--- src/stts_pkg.sv ---
// Shared types and constants for the sorted table ternary search block.
// Used by the controller, the datapath and the top level; no dependencies.
package stts_pkg;

    localparam int DEPTH_DEF = 1024;  // default table depth
    localparam int IDX_W     = 10;    // entry_index, start_index, found_index width
    localparam int CNT_W     = 11;    // item_count width
    localparam int POS_W     = 12;    // internal position width, start + count fits
    localparam int DATA_W    = 32;

    // floor(x / 3) for x < 2048 as (x * 2731) >> 13
    localparam int RECIP_W   = 12;
    localparam int RECIP_3   = 2731;
    localparam int RECIP_SH  = 13;

    localparam logic REQ_LOAD   = 1'b0;
    localparam logic REQ_SEARCH = 1'b1;

    typedef struct packed {
        logic                     req_type;
        logic [IDX_W-1:0]         entry_index;
        logic signed [DATA_W-1:0] entry_value;
        logic [IDX_W-1:0]         start_index;
        logic [CNT_W-1:0]         item_count;
        logic signed [DATA_W-1:0] search_key;
    } t_req;

    typedef struct packed {
        logic             found;
        logic [IDX_W-1:0] found_index;
    } t_result;

    typedef struct packed {
        logic load;        // write one table entry
        logic capture;     // take a search item, clamp its range
        logic calc_third;  // register floor(count / 3)
        logic probe;       // issue both table reads, hold the probe positions
        logic update;      // narrow the range to one of the three parts
        logic rep_p1;      // report a match at the first probe
        logic rep_p2;      // report a match at the second probe
        logic rep_miss;    // report not found
    } t_cmd;

    typedef struct packed {
        logic eq1;
        logic eq2;
        logic cnt_zero;
        logic cnt_one;
    } t_status;

endpackage

--- src/stts_ctrl.sv ---
// Sequencer for the ternary search: steps each level through divide, probe, compare.
// Depends on stts_pkg for the command and status structs.
module stts_ctrl (
    input  logic              i_clk,
    input  logic              i_rst_n,
    input  logic              i_start,
    input  logic              i_req_type,
    input  stts_pkg::t_status i_status,
    output stts_pkg::t_cmd    o_cmd,
    output logic              o_busy
);

    typedef enum logic [3:0] {
        ST_IDLE  = 4'b0001,
        ST_DIV   = 4'b0010,
        ST_PROBE = 4'b0100,
        ST_CMP   = 4'b1000
    } t_state;

    t_state r_state, n_state;

    always_ff @(posedge i_clk) begin
        if (!i_rst_n) begin
            r_state <= ST_IDLE;
        end else begin
            r_state <= n_state;
        end
    end

    always_comb begin
        n_state = r_state;
        o_cmd   = '0;
        unique case (r_state)
            ST_IDLE: begin
                if (i_start) begin
                    if (i_req_type == stts_pkg::REQ_SEARCH) begin
                        o_cmd.capture = 1'b1;
                        n_state       = ST_DIV;
                    end else begin
                        o_cmd.load = 1'b1;
                    end
                end
            end
            ST_DIV: begin
                if (i_status.cnt_zero) begin
                    o_cmd.rep_miss = 1'b1;
                    n_state        = ST_IDLE;
                end else begin
                    o_cmd.calc_third = 1'b1;
                    n_state          = ST_PROBE;
                end
            end
            ST_PROBE: begin
                o_cmd.probe = 1'b1;
                n_state     = ST_CMP;
            end
            ST_CMP: begin
                if (i_status.eq1) begin
                    o_cmd.rep_p1 = 1'b1;
                    n_state      = ST_IDLE;
                end else if (i_status.eq2) begin
                    o_cmd.rep_p2 = 1'b1;
                    n_state      = ST_IDLE;
                end else if (i_status.cnt_one) begin
                    o_cmd.rep_miss = 1'b1;
                    n_state        = ST_IDLE;
                end else begin
                    o_cmd.update = 1'b1;
                    n_state      = ST_DIV;
                end
            end
            default: begin
                n_state = ST_IDLE;
            end
        endcase
    end

    assign o_busy = (r_state != ST_IDLE);

    a_report_ends: assert property (@(posedge i_clk) disable iff (!i_rst_n)
        (o_cmd.rep_p1 || o_cmd.rep_p2 || o_cmd.rep_miss) |=> (r_state == ST_IDLE))
        else $error("search did not return to idle after reporting");

    a_probe_then_cmp: assert property (@(posedge i_clk) disable iff (!i_rst_n)
        (r_state == ST_PROBE) |=> (r_state == ST_CMP))
        else $error("compare did not follow probe");

    a_one_report: assert property (@(posedge i_clk) disable iff (!i_rst_n)
        $countones({o_cmd.rep_p1, o_cmd.rep_p2, o_cmd.rep_miss, o_cmd.update,
                    o_cmd.calc_third}) <= 1)
        else $error("conflicting datapath commands");

endmodule

--- config.mk ---
export PLATFORM = sky130hd
export DESIGN_NAME = stts_ctrl
export DESIGN_NICKNAME = d
export VERILOG_FILES = /design/src/stts_pkg.sv /design/src/stts_ctrl.sv
export SDC_FILE = /design/constraint.sdc
export NUM_CORES = 1
export LEC_CHECK = 0
export ABC_AREA = 0
export ABC_CLOCK_PERIOD_IN_PS = 1700
export BUFFER_PORTS_ARGS = -buffer_cell sky130_fd_sc_hd__buf_2
export CAP_MARGIN = 30
export CORE_AREA = 2 2 39 41
export DETAILED_ROUTE_END_ITERATION = 10
export DIE_AREA = 0 0 41 43
export PLACE_DENSITY_LB_ADDON = 0.15
export SLEW_MARGIN = 20
export SYNTH_ARGS = -nofsm -noshare
export SYNTH_HDL_FRONTEND = slang
export SYNTH_SLANG_ARGS = --single-unit
--- constraint.sdc ---
create_clock -name i_clk -period 1.7 [get_ports i_clk]
set_input_delay 0 -clock i_clk [delete_from_list [all_inputs] [get_ports i_clk]]
set_output_delay 0 -clock i_clk [all_outputs]
set_load 0.01 [all_outputs]
==> impl_metrics.csv <==
group,metric,value,unit
setup_path,cp_cell_sequence,"nor4b_4 > buf_4 > a32o_1 > buf_2",
detailed_routing,drtIter0Drc,13,
die,initial_core_util,0.223,
sta,maxSlewViolCount,0,
setup_path,cp_top_family,"flip-flops",
global_route,grt-ovfl-total,0,
setup_path,critPathLaunchType,"register",
cts,cts_resized,0,
final_layout,largest_register,"r_state",
logic_synthesis,ys_seq_area_frac,0.259,
logic_synthesis,synth_top_area_share,0.259,
setup_path,cp.required,1.70,ns
global_route,grt_util_all_layers,0.105,
setup_path,crit_type,"reg -> out",
logic_synthesis,yosysWarnings,0,
cts,cts.clk_slew.worst_paths,0.04,ns
final_layout,post-route-util,0.325,
logic_synthesis,syn_avg_cell_area,9.97,um2
setup_path,path_buf_inv,2,
cts,cts-root-buf,"clkbuf_4",
sta,hold_viol_final,0,
setup_path,arrival,1.50,ns
sta,fin_setup_tns,0,ns
sta,skew,0.0000627,ns
logic_synthesis,synth_edf_count,0,
cts,htreeDepth,1,
die,die_h,43,um
final_layout,largest_register_ffs,4,
logic_synthesis,netlist_top_cells_area,"dfxtp_1 26%, nor4b_4 23%, and2_1 4.0%",
logic_synthesis,post-synth-top-count-cell,"dfxtp_1",
global_route,antenna_found_initial,0,
detailed_routing,drt-total-wl,723,um
placement,hpwl,555,um
cts,cts_made_buffers,3,
sta,setup_viol,0,
die,die_w,41,um
sta,period_needed,1.50,ns
detailed_routing,post_drt_wl_per_cell,10.6,um
logic_synthesis,synth_common_cells,"4 x dfxtp_1, 3 x nor2_1, 3 x nor4b_4",
pwr,leakage,0.227,nW
setup_path,slowest_delay,0.49,ns
sta,clock.fmax,667,MHz
cts,cts_buffer_depth,2,
detailed_routing,drc_errors,0,
global_route,grt_pass1_vias,307,
final_layout,diodes,0,
outcome,status,"completed",
logic_synthesis,synth_top_area_cell,"dfxtp_1",
final_layout,areaGrowthSynthToFinish,45.3,%
logic_synthesis,syn_nets,39,
min_path,hold_class,"in -> reg",
setup_path,slowest_stage,"dfxtp_1",
sta,worst_slew_pin_slew,0.377,ns
die,rows,14,
final_layout,fillers,156,
global_route,grt_max_degree,7,
setup_path,cp-end-kind,"output port",
logic_synthesis,synth_area,309,um2
final_layout,reg.largest.list,"r_state x4",
logic_synthesis,ys_ff_latch,4,
cts,postCtsHoldBufs,1,
cts,insertion_delay,0.24,ns
sta,rsz0062_at_grt,"false",
cts,post_cts_buffers,0,
logic_synthesis,async_flop_share,0,
detailed_routing,vias,320,
detailed_routing,routed_via_density,4.71,
flow_run,drv_cap,0,
pwr,power_density,980,mW/mm2
global_route,grt_pass1_wl,1190,um
final_layout,nets,62,
die,die_area,0.00176,mm2
pwr,vdd_drop_max,0.000493,V
die,io_pins,17,
die,core-area,0.00138,mm2
logic_synthesis,ys.flop_type,"dfxtp_1",
logic_synthesis,synth_cell_types,21,
cts,clkSinkCount,4,
placement,pre_cts_ws,0.304,ns
logic_synthesis,postSynthCellCount,31,
detailed_routing,ant_nets,0,
placement,place.port_buffers,16,
sta,fin_crit_sh,0.882,
placement,place_congestion,0.678,
final_layout,drive_gt1_frac,0.462,
detailed_routing,first_pass_iters,2,
sta,fin_ws,0.200,ns
cts,cts_tree,"done",
setup_path,cp_max_fo,6,
sta,slew_headroom,0.748,
sta,hold_ws,0.0659,ns
-- report_power, final --
part           switching, W  leakage (nW)  internal, W
Sequential        0.0000366        0.0326     0.000110
Clock             0.0000402        0.0138    0.0000790
Combinational     0.0000768         0.181    0.0000979
Total              0.000154         0.227     0.000287
-- cell families (layout without fill, tap and decap cells) --
| family | Yosys count | after routing | share of synthesized area |
|---|---|---|---|
| DFF | 4 | 4 | 0.259 |
| buffers and inverters | 3 | 24 | 0.0486 |
| xor gates and xnor gates | 1 | 1 | 0.0283 |
| AOI/OAI and AO/OA | 6 | 6 | 0.154 |
| and+or+nand+nor | 17 | 17 | 0.510 |
-- routing by layer --
layer	vias to the layer above	GRT usage	routed length (um)
li1	161	-	-
met1	144	0.121	311
met2	13	0.131	333
met3	2	0.0838	71
met4	0	0.0600	7
met5	-	0	0
-- cell usage in the layout, fill, tap and decap left out, types with 2 or more instances in the layout --
master	instances
clkbuf_4	3
nor4b_4	3
and3_1	2
nor2_1	3
and2_1	2
buf_4	2
dfxtp_1	4
buf_2	16
inv_1	2
-- layout make-up --
cell class	instances	area, um2	share of cell area
Clock buffer	3	22.5	0.0501
Timing Repair Buffer	19	105	0.234
Sequential cell	4	80.1	0.178
Tap cell	16	20.0	0.0446
Multi-Input combinational cell	24	214	0.476
Inverter	2	7.51	0.0167
-- final timing paths --
check	start	endpoint	slack, ns	depth (start not counted)
worst max-delay path	r_state[3]	o_cmd[0]	0.20	4
worst min-delay path	i_rst_n	r_state[3]	0.07	2
worst max register to register	r_state[1]	r_state[0]	0.30	3
worst min register to register	r_state[0]	r_state[3]	0.71	1
-- per-stage QoR --
stage | cell area (um2) | instances | power, W
after floorplan | 309 | 31 | 0.000254
after global placement | 417 | 64 | 0.000326
after detailed placement | 417 | 64 | 0.000323
after CTS | 449 | 68 | 0.000449
after global routing | 449 | 68 | 0.000487
final | 449 | 68 | 0.000440
(Power assumes the default switching activity.)
